===== src/design/wse_pkg.sv =====
// ----------------------------------------------------------------------------
// wse_pkg
// Shared constants and types for the WAV stream sample extractor.
// ----------------------------------------------------------------------------
`default_nettype none

package wse_pkg;

    localparam logic [31:0] TAG_RIFF = 32'h4646_4952;
    localparam logic [31:0] TAG_WAVE = 32'h4556_4157;
    localparam logic [31:0] TAG_FMT  = 32'h2074_6D66;
    localparam logic [31:0] TAG_DATA = 32'h6174_6164;

    localparam logic [15:0] CFG_CHANNELS_RST = 16'd1;
    localparam logic [31:0] CFG_RATE_RST     = 32'd24000;
    localparam logic [31:0] CFG_MAXCHK_RST   = 32'd1073741824;

    localparam logic [15:0] FMT_PCM   = 16'd1;
    localparam logic [15:0] FMT_FLOAT = 16'd3;

    localparam logic [31:0] FLT_ONE_MAG = 32'h3F80_0000;
    localparam logic [31:0] FLT_EXP_ALL = 32'h7F80_0000;

    typedef enum logic [1:0] {
        CFG_CHANNELS = 2'd0,
        CFG_RATE     = 2'd1,
        CFG_MAXCHK   = 2'd2
    } t_cfg_index;

    typedef enum logic [3:0] {
        ST_OK        = 4'd0,
        ST_BAD_TAGS  = 4'd1,
        ST_TRUNC     = 4'd2,
        ST_TOO_LARGE = 4'd3,
        ST_FMT_SMALL = 4'd4,
        ST_MISSING   = 4'd5,
        ST_CHAN_RATE = 4'd6,
        ST_PARTIAL   = 4'd7,
        ST_NONFINITE = 4'd8,
        ST_FORMAT    = 4'd9,
        ST_DATA_1ST  = 4'd10
    } t_status;

    typedef enum logic [2:0] {
        PH_RIFF = 3'd0,
        PH_HDR  = 3'd1,
        PH_FMT  = 3'd2,
        PH_SKIP = 3'd3,
        PH_DATA = 3'd4,
        PH_DONE = 3'd5
    } t_phase;

    typedef struct packed {
        logic        sv;
        logic [31:0] bits;
        logic        last;
        logic        stv;
        t_status     st;
    } t_result;

endpackage

`default_nettype wire


===== src/design/wav_stream_sample_extractor_top.sv =====
// ----------------------------------------------------------------------------
// wav_stream_sample_extractor_top
// Byte-serial RIFF/WAVE parser that streams float32 audio samples.
// ----------------------------------------------------------------------------
// Usage:
//   s_axis carries the file one byte per item; tlast marks the final byte.
//   m_axis carries zero or one result item per input byte: a sample, a
//   status, or both. tuser flags which parts are valid, tlast marks the
//   last sample of the data chunk.
//   The cfg channel (always ready) writes required_channels (0), required_rate (1) and
//   max_chunk_size (2); the user must ensure it is written while idle, not the block.
// Latency / throughput:
//   One byte per cycle sustained while the output is not stalled. A byte is
//   decoded by combinational logic in the cycle it is accepted and its result
//   lands in the output register, so it appears in the cycle after its byte.
// Stall:
//   s_axis_tready is high while the output register is empty or being
//   drained this cycle; a stalled receiver holds the result and blocks input.
// Reset:
//   Synchronous, active low. Parser returns to the RIFF header phase and the
//   registers to their defaults. After a status is reported every later
//   byte is swallowed without result until reset.
// ----------------------------------------------------------------------------
`default_nettype none

module wav_stream_sample_extractor_top (
    input  wire logic        i_clk,
    input  wire logic        i_rst_n,
    input  wire logic        s_axis_tvalid,
    output logic             s_axis_tready,
    input  wire logic [7:0]  s_axis_tdata,   // [7:0] file_byte
    input  wire logic        s_axis_tlast,   // end_of_file
    output logic             m_axis_tvalid,
    input  wire logic        m_axis_tready,
    output logic [39:0]      m_axis_tdata,   // [31:0] sample_bits, [35:32] status, rest 0
    output logic [1:0]       m_axis_tuser,   // [0] sample_valid, [1] status_valid
    output logic             m_axis_tlast,   // last_sample
    input  wire logic        i_cfg_valid,
    output logic             o_cfg_ready,
    input  wire logic [1:0]  i_cfg_index,
    input  wire logic [31:0] i_cfg_data
);

    // configuration
    logic [15:0] r_req_chan;
    logic [31:0] r_req_rate;
    logic [31:0] r_max_chk;

    // parser state
    wse_pkg::t_phase r_phase, n_phase;
    logic [31:0] r_cnt, n_cnt;
    logic [31:0] r_tag, n_tag;
    logic [31:0] r_len, n_len;
    logic [15:0] r_fmt, n_fmt;
    logic [15:0] r_chan, n_chan;
    logic [31:0] r_rate, n_rate;
    logic [15:0] r_width, n_width;
    logic        r_fmt_seen, n_fmt_seen;
    logic        r_pad, n_pad;
    logic [23:0] r_gather, n_gather;
    logic        r_finished, n_finished;

    // output register
    logic              r_out_valid;
    wse_pkg::t_result  r_out;
    wse_pkg::t_result  n_res;

    logic in_acc;

    assign o_cfg_ready   = 1'b1;
    assign s_axis_tready = !r_out_valid || m_axis_tready;
    assign in_acc        = s_axis_tvalid && s_axis_tready;

    assign m_axis_tvalid = r_out_valid;
    assign m_axis_tdata  = {4'd0, r_out.st, r_out.bits};
    assign m_axis_tuser  = {r_out.stv, r_out.sv};
    assign m_axis_tlast  = r_out.last;

    // exact int16 / 32768 as float32
    function automatic logic [31:0] pcm_to_float(input logic [15:0] raw);
        logic        neg;
        logic [15:0] mag;
        logic [3:0]  p;
        logic [23:0] sh;
        logic [7:0]  ex;
        neg = raw[15];
        mag = neg ? (16'd0 - raw) : raw;
        p   = 4'd0;
        for (int i = 0; i < 16; i++) begin
            if (mag[i]) p = 4'(i);
        end
        sh = {8'd0, mag} << (5'd23 - {1'b0, p});
        ex = 8'd112 + {4'd0, p};
        if (mag == 16'd0) return 32'd0;
        return {neg, ex, sh[22:0]};
    endfunction

    always_comb begin
        logic [2:0]  k;
        logic [3:0]  kr;
        logic        flt;
        logic        pcm_ok;
        logic        flt_ok;
        logic [1:0]  pos;
        logic [31:0] w;
        n_phase    = r_phase;
        n_cnt      = r_cnt;
        n_tag      = r_tag;
        n_len      = r_len;
        n_fmt      = r_fmt;
        n_chan     = r_chan;
        n_rate     = r_rate;
        n_width    = r_width;
        n_fmt_seen = r_fmt_seen;
        n_pad      = r_pad;
        n_gather   = r_gather;
        n_finished = r_finished;
        n_res      = '0;
        k      = r_cnt[2:0];
        kr     = r_cnt[3:0];
        flt    = (r_fmt == wse_pkg::FMT_FLOAT);
        pcm_ok = (r_fmt == wse_pkg::FMT_PCM) && (r_width == 16'd16);
        flt_ok = flt && (r_width == 16'd32);
        pos    = r_cnt[1:0] & (flt ? 2'd3 : 2'd1);
        w      = {s_axis_tdata, r_gather};

        if (!r_finished) begin
            unique case (r_phase)
                wse_pkg::PH_RIFF: begin
                    if (kr < 4'd4)
                        n_tag[8*kr[1:0] +: 8] = s_axis_tdata;
                    else if (kr >= 4'd8)
                        n_len[8*kr[1:0] +: 8] = s_axis_tdata;
                    n_cnt = {28'd0, kr} + 32'd1;
                    if (kr == 4'd11) begin
                        n_cnt = '0;
                        if (n_tag != wse_pkg::TAG_RIFF || n_len != wse_pkg::TAG_WAVE) begin
                            n_res.stv = 1'b1;
                            n_res.st  = wse_pkg::ST_BAD_TAGS;
                        end else begin
                            n_phase = wse_pkg::PH_HDR;
                        end
                    end
                end
                wse_pkg::PH_HDR: begin
                    if (r_pad) begin
                        n_pad = 1'b0;
                    end else begin
                        if (!k[2]) n_tag[8*k[1:0] +: 8] = s_axis_tdata;
                        else       n_len[8*k[1:0] +: 8] = s_axis_tdata;
                        n_cnt = {29'd0, k} + 32'd1;
                        if (k == 3'd7) begin
                            n_cnt = '0;
                            if (n_len > r_max_chk) begin
                                n_res.stv = 1'b1;
                                n_res.st  = wse_pkg::ST_TOO_LARGE;
                            end else if (n_tag == wse_pkg::TAG_FMT) begin
                                if (n_len < 32'd16) begin
                                    n_res.stv = 1'b1;
                                    n_res.st  = wse_pkg::ST_FMT_SMALL;
                                end else begin
                                    n_phase = wse_pkg::PH_FMT;
                                end
                            end else if (n_tag == wse_pkg::TAG_DATA) begin
                                if (n_len == 32'd0) begin
                                    n_phase = wse_pkg::PH_HDR;
                                end else if (!r_fmt_seen) begin
                                    n_res.stv = 1'b1;
                                    n_res.st  = wse_pkg::ST_DATA_1ST;
                                end else if (r_chan != r_req_chan || r_rate != r_req_rate) begin
                                    n_res.stv = 1'b1;
                                    n_res.st  = wse_pkg::ST_CHAN_RATE;
                                end else if (!pcm_ok && !flt_ok) begin
                                    n_res.stv = 1'b1;
                                    n_res.st  = wse_pkg::ST_FORMAT;
                                end else if ((n_len[1:0] & (flt_ok ? 2'd3 : 2'd1)) != 2'd0) begin
                                    n_res.stv = 1'b1;
                                    n_res.st  = wse_pkg::ST_PARTIAL;
                                end else begin
                                    n_gather = '0;
                                    n_phase  = wse_pkg::PH_DATA;
                                end
                            end else if (n_len != 32'd0) begin
                                n_phase = wse_pkg::PH_SKIP;
                            end
                        end
                    end
                end
                wse_pkg::PH_FMT: begin
                    if (r_cnt[31:4] == 28'd0) begin
                        case (kr)
                            4'd0:  n_fmt   = {8'd0, s_axis_tdata};
                            4'd1:  n_fmt[15:8] = s_axis_tdata;
                            4'd2:  n_chan  = {8'd0, s_axis_tdata};
                            4'd3:  n_chan[15:8] = s_axis_tdata;
                            4'd4:  n_rate  = {24'd0, s_axis_tdata};
                            4'd5:  n_rate[15:8]  = s_axis_tdata;
                            4'd6:  n_rate[23:16] = s_axis_tdata;
                            4'd7:  n_rate[31:24] = s_axis_tdata;
                            4'd14: n_width = {8'd0, s_axis_tdata};
                            4'd15: n_width[15:8] = s_axis_tdata;
                            default: ;
                        endcase
                    end
                    n_cnt = r_cnt + 32'd1;
                    if (n_cnt == r_len) begin
                        n_fmt_seen = 1'b1;
                        n_cnt      = '0;
                        n_pad      = r_len[0];
                        n_phase    = wse_pkg::PH_HDR;
                    end
                end
                wse_pkg::PH_SKIP: begin
                    n_cnt = r_cnt + 32'd1;
                    if (n_cnt == r_len) begin
                        n_cnt   = '0;
                        n_pad   = r_len[0];
                        n_phase = wse_pkg::PH_HDR;
                    end
                end
                wse_pkg::PH_DATA: begin
                    n_cnt = r_cnt + 32'd1;
                    if (pos != (flt ? 2'd3 : 2'd1)) begin
                        if (pos == 2'd0) n_gather = {16'd0, s_axis_tdata};
                        else             n_gather[8*pos +: 8] = s_axis_tdata;
                    end else if (flt && ((w & wse_pkg::FLT_EXP_ALL) == wse_pkg::FLT_EXP_ALL)) begin
                        n_res.stv = 1'b1;
                        n_res.st  = wse_pkg::ST_NONFINITE;
                    end else begin
                        n_res.sv = 1'b1;
                        if (flt)
                            n_res.bits = ({1'b0, w[30:0]} > wse_pkg::FLT_ONE_MAG) ?
                                         ({w[31], 31'd0} | wse_pkg::FLT_ONE_MAG) : w;
                        else
                            n_res.bits = pcm_to_float({s_axis_tdata, r_gather[7:0]});
                        if (n_cnt == r_len) begin
                            n_res.last = 1'b1;
                            n_res.stv  = 1'b1;
                            n_res.st   = wse_pkg::ST_OK;
                        end
                    end
                end
                default: ;
            endcase

            if (n_res.stv) begin
                n_finished = 1'b1;
                n_phase    = wse_pkg::PH_DONE;
            end else if (s_axis_tlast) begin
                n_res.stv  = 1'b1;
                n_res.st   = (n_phase == wse_pkg::PH_HDR && (n_pad || n_cnt == 32'd0)) ?
                             wse_pkg::ST_MISSING : wse_pkg::ST_TRUNC;
                n_finished = 1'b1;
                n_phase    = wse_pkg::PH_DONE;
            end
        end
    end

    always_ff @(posedge i_clk) begin
        if (!i_rst_n) begin
            r_req_chan  <= wse_pkg::CFG_CHANNELS_RST;
            r_req_rate  <= wse_pkg::CFG_RATE_RST;
            r_max_chk   <= wse_pkg::CFG_MAXCHK_RST;
            r_phase     <= wse_pkg::PH_RIFF;
            r_cnt       <= '0;
            r_tag       <= '0;
            r_len       <= '0;
            r_fmt       <= '0;
            r_chan      <= '0;
            r_rate      <= '0;
            r_width     <= '0;
            r_fmt_seen  <= 1'b0;
            r_pad       <= 1'b0;
            r_gather    <= '0;
            r_finished  <= 1'b0;
            r_out_valid <= 1'b0;
            r_out       <= '0;
        end else begin
            if (i_cfg_valid) begin
                unique case (i_cfg_index)
                    wse_pkg::CFG_CHANNELS: r_req_chan <= i_cfg_data[15:0];
                    wse_pkg::CFG_RATE:     r_req_rate <= i_cfg_data;
                    wse_pkg::CFG_MAXCHK:   r_max_chk  <= i_cfg_data;
                    default: ;
                endcase
            end
            if (in_acc) begin
                r_phase    <= n_phase;
                r_cnt      <= n_cnt;
                r_tag      <= n_tag;
                r_len      <= n_len;
                r_fmt      <= n_fmt;
                r_chan     <= n_chan;
                r_rate     <= n_rate;
                r_width    <= n_width;
                r_fmt_seen <= n_fmt_seen;
                r_pad      <= n_pad;
                r_gather   <= n_gather;
                r_finished <= n_finished;
            end
            if (in_acc && (n_res.sv || n_res.stv)) begin
                r_out_valid <= 1'b1;
                r_out       <= n_res;
            end else if (m_axis_tready) begin
                r_out_valid <= 1'b0;
            end
        end
    end

`ifndef SYNTHESIS
    a_done_phase: assert property (@(posedge i_clk) disable iff (!i_rst_n)
        r_finished == (r_phase == wse_pkg::PH_DONE))
        else $error("finished flag and phase disagree");
    a_status_ends: assert property (@(posedge i_clk) disable iff (!i_rst_n)
        r_out_valid && r_out.stv |-> r_finished)
        else $error("status sent while parse still running");
    a_last_ok: assert property (@(posedge i_clk) disable iff (!i_rst_n)
        r_out_valid && r_out.last |-> r_out.sv && r_out.stv && r_out.st == wse_pkg::ST_OK)
        else $error("last sample without ok status");
    a_no_out_after_end: assert property (@(posedge i_clk) disable iff (!i_rst_n)
        in_acc && r_finished |=> !r_out_valid || $stable(r_out))
        else $error("result after parse end");
`endif

endmodule

`default_nettype wire


===== config.mk =====
export PLATFORM = sky130hd
export DESIGN_NAME = wav_stream_sample_extractor_top
export DESIGN_NICKNAME = d
export VERILOG_FILES = /design/src/design/wse_pkg.sv /design/src/design/wav_stream_sample_extractor_top.sv
export SDC_FILE = /design/constraint.sdc
export NUM_CORES = 1
export LEC_CHECK = 0
export BUFFER_PORTS_ARGS = -buffer_cell sky130_fd_sc_hd__buf_2
export CORE_UTILIZATION = 40
export CTS_CLUSTER_SIZE = 16
export DETAILED_ROUTE_END_ITERATION = 6
export PLACE_DENSITY_LB_ADDON = 0.1
export SLEW_MARGIN = 20
export SYNTH_ARGS = -nofsm -noshare
export SYNTH_HDL_FRONTEND = slang
export SYNTH_SLANG_ARGS = --single-unit
export TNS_END_PERCENT = 5

===== constraint.sdc =====
create_clock -name i_clk -period 5.75 [get_ports i_clk]
set_input_delay 1.4375 -clock i_clk [delete_from_list [all_inputs] [get_ports i_clk]]
set_output_delay 1.4375 -clock i_clk [all_outputs]
set_load 0.05 [all_outputs]

==> metrics.md <==
| Metric | Value |
|---|---|
| Clk slew on worst S/H paths | `60 ps` |
| Slowest-stage cell, CP | `o311ai_1` |
| Post-synth top flop | `dfxtp_1` |
| Routed wire length | `85200 µm` |
| WL/cell | `25.2 µm` |
| Synth-to-layout area growth | `13.6%` |
| Worst Min Path Start | `m_axis_tuser[0]` |
| Setup Skew | `20.9 ps` |
| Combinational fraction of design power | `13.7%` |
| Worst hold path depth | `2` |
| Setup crit end kind | `flip-flop` |
| TritonCTS Buffers | `41` |
| DRC | `0` |
| Leading cell type by number of instances after synthesis | `nand2_1` |
| Initial Util | `40.6%` |
| #FFs+latches synth | `326` |
| Max clock buf depth | `3` |
| Max IR drop VDD | `0.000219 V` |
| Via count | `21070` |
| WP data arrival | `5950 ps` |
| Commonest cells post-synth | `nand2_1, dfxtp_1, nor2_1, a21oi_1, clkbuf_1` |
| Dominant cell type by area after synthesis | `dfxtp_1` |
| Tcrit/Tclk final | `94.7%` |
| DIE AREA | `50600 µm²` |
| Utilization after layout | `46.1%` |
| Top post-synthesis cells by area | `dfxtp_1, nand2_1, a21oi_1` |
| Sequential area share after synthesis | `32.8%` |
| First-pass GRT wire length | `127000 µm` |
| Crit path required time | `6250 ps` |
| H-tree depth reported by CTS | `2` |
| R2R Path End | `r_gather[20]` |
| Share of layout cells above drive strength 1 | `11.8%` |
| Detailed Route Iter0 Violations | `2188` |
| Min cycle time layout | `5440 ps` |
| Slew Limit Fails | `0` |
| CTS tree | `done` |
| Clock latency on the worst-skew pair | `580 ps` |
| Worst setup SP type | `flip-flop` |
| Hold endpoint | `m_axis_tuser[0]` |
| Post-Syn Area per Cell | `7.46 µm²` |
| Switching pwr | `0.00168 W` |
| Hold WC Path Type | `flip-flop to flip-flop` |
| IO Count | `94` |
| Clk sink count | `326` |
| Internal | `0.00428 W` |
| Vias in the first global route | `19653` |
| Leakage | `8.47 nW` |
| Net Sw Frac | `28.2%` |
| Setup TNS | `0 ps` |
| Port bufs | `88` |
| Synth unique cells | `96` |
| FP Rows | `81` |
| Max-cap check violation count | `0` |
| Post-synthesis cell area | `19900 µm²` |
| Chip width | `225 µm` |
| Largest net degree at the start of global routing | `131` |
| # setup viols final | `0` |
| Worst reg2reg path depth | `19` |
| Post CTS Setup Buffer Count | `0` |
| RSZ-0062 raised after global routing | `false` |
| Core area | `49000 µm²` |
| Flop pwr share | `39.2%` |
| Clock power share | `47.1%` |
| Status | `finished, final reports clean` |
| Die Y-Extent | `225 µm` |
| TritonRoute pass-1 iters | `6` |
| Total track usage | `33.4%` |
| Worst path cell trace | `inv_1 > ha_1 > buf_4 > nand4bb_1 > nor2_2 > a22o_1 > ha_1 > a211oi_1 > nand2_1 > o311ai_1 > o211ai_1 > a21oi_1 > buf_4 > a41oi_1 > nor3_1 > and2_0 > buf_12 > nand3_1 > a21oi_1` |
| Initial antenna violation count | `2` |
| Post-synth EDFFs | `0` |
| Fin nets | `2774` |
| Root Driver | `clkbuf_16` |
| Crit Path Class | `flip-flop to flip-flop` |
| Fmax | `184 MHz` |
| R2R Setup Slk | `310 ps` |
| Pwr Density | `264 nW/µm²` |
| Power after layout | `0.00596 W` |
| Area share of the largest cell type after synthesis | `32.8%` |
| Final Hold Fails | `0` |
| Via density | `6.24` |
| RD Place Congestion | `1.08` |
| Final Non-Filler Cells | `3379` |
| Relative slew slack | `22.4%` |
| Critical Path Max Stage Delay | `490 ps` |
| Synth warn | `0` |
| Post-route ant nets | `0` |
| Asr flop ratio synth | `0%` |
| Gr ovfl total | `0` |
| Inst Count DP | `3304` |
| Hpwl dp | `61700 µm` |
| Synthesized instance count | `2666` |
| Worst-path fanout max | `26` |
| Tightest Pin Transition | `1150 ps` |
| Worst r2r src | `r_cnt[0]` |
==> critical path: cells and delay by family (launching register included) <==
kind	cells	cell delay [ps]
buffers and inverters	4	790
adder cells (fa/ha/maj)	2	630
flip-flops	1	420
AO/OA/AOI/OAI	7	1900
AND/OR/NAND/NOR	6	1600
==> stage by stage <==
stage | hold WS (ps) | worst slack, ps | instance area [µm²]
finish | 450 | 305 | 22600
global route | 468 | 36.5 | 22600
CTS | 452 | 119 | 22600
detailed placement | 439 | -88.0 | 21100
global placement | 431 | 39.3 | 21100
floorplan | 432 | 674 | 19900
==> power by group through the flow <==
stage | registers [W] | logic, W | clock network, W
after floorplan | 0.00238 | 0.000491 | 0
after global placement | 0.00238 | 0.000792 | 0
after detailed placement | 0.00239 | 0.000789 | 0
after CTS | 0.00234 | 0.000793 | 0.00286
after global routing | 0.00234 | 0.000866 | 0.00295
final | 0.00234 | 0.000814 | 0.00281
==> layout make-up <==
type / instances / area (µm²)
diodes: 1 / 2.50
clock buffers: 60 / 1250
clock inverters: 14 / 209
fillers: 4978 / 26400
inverters: 73 / 282
multi-input cells: 2051 / 12200
flip-flops and latches: 326 / 6530
well taps: 664 / 831
repair buffers: 190 / 1270
==> sequential cells by signal (all words and copies together) (netlist names), 16 cells and up <==
name / count
r_cnt: 32
r_len: 32
r_req_rate: 32
r_req_chan: 16
r_tag: 32
r_max_chk: 32
r_chan: 16
r_width: 16
r_fmt: 16
r_gather: 24
m_axis_tdata: 36
r_rate: 32
==> what timing repair did <==
| item | in CTS | in global routing |
|---|---|---|
| endpoints found under the setup margin | 0 | 27 |
| hold buffers | 0 | 0 |
| gates resized for setup | 0 | 3 |
==> kinds of logic after synthesis <==
logic type	after synthesis	synth area share, %
buffers and inverters	292	5.93
XOR/XNOR	104	4.79
multiplexers	55	2.88
AND/OR/NAND/NOR	1123	27.1
AO/OA/AOI/OAI	720	23.7
flip-flops	326	32.8
adder cells (fa/ha/maj)	44	2.76
other	2	0.0378
==> how the worst max path moves through the flow <==
stage / end / depth (start not counted) / from / slack (ps)
final: r_gather[20] / 19 / r_cnt[0] / 310
after global routing: r_gather[22] / 19 / r_cnt[0] / 40
after CTS: r_gather[20] / 19 / r_cnt[0] / 120
after detailed placement: r_gather[21] / 16 / s_axis_tdata[4] / -90
after global placement: r_gather[17] / 16 / s_axis_tdata[4] / 40
after floorplan: r_gather[23] / 25 / r_cnt[0] / 670
==> routing by layer <==
layer	GRT usage, %	wire (µm)	vias up
met5	0	28	-
met4	17.3	4720	4
met3	7.37	7130	256
met2	50.8	37000	1045
met1	44.2	36300	10150
li1	-	-	9615
==> layout by cell type (no fill, tap or decap), types with 11 or more instances in the layout <==
master	instances
nand4b_1	11
a22o_1	20
or3_1	19
and2_1	18
clkbuf_8	11
a211oi_1	16
nand2_1	378
or2_2	17
ha_1	43
or4_1	12
buf_4	97
o211ai_1	15
a22oi_1	104
and3_1	21
nand3_1	99
o21ai_0	115
o21a_1	13
a32oi_1	12
nor4_1	49
a31oi_1	18
nand3b_1	15
buf_2	88
nor3_1	57
clkbuf_16	43
o22ai_1	15
inv_1	71
xor2_1	69
nor2_1	284
nor2b_1	14
nand2b_1	31
a21oi_1	248
xnor2_1	32
dfxtp_1	325
nand4_1	42
mux2i_1	44
o31ai_1	13
Power figures use the tool's default switching activity.
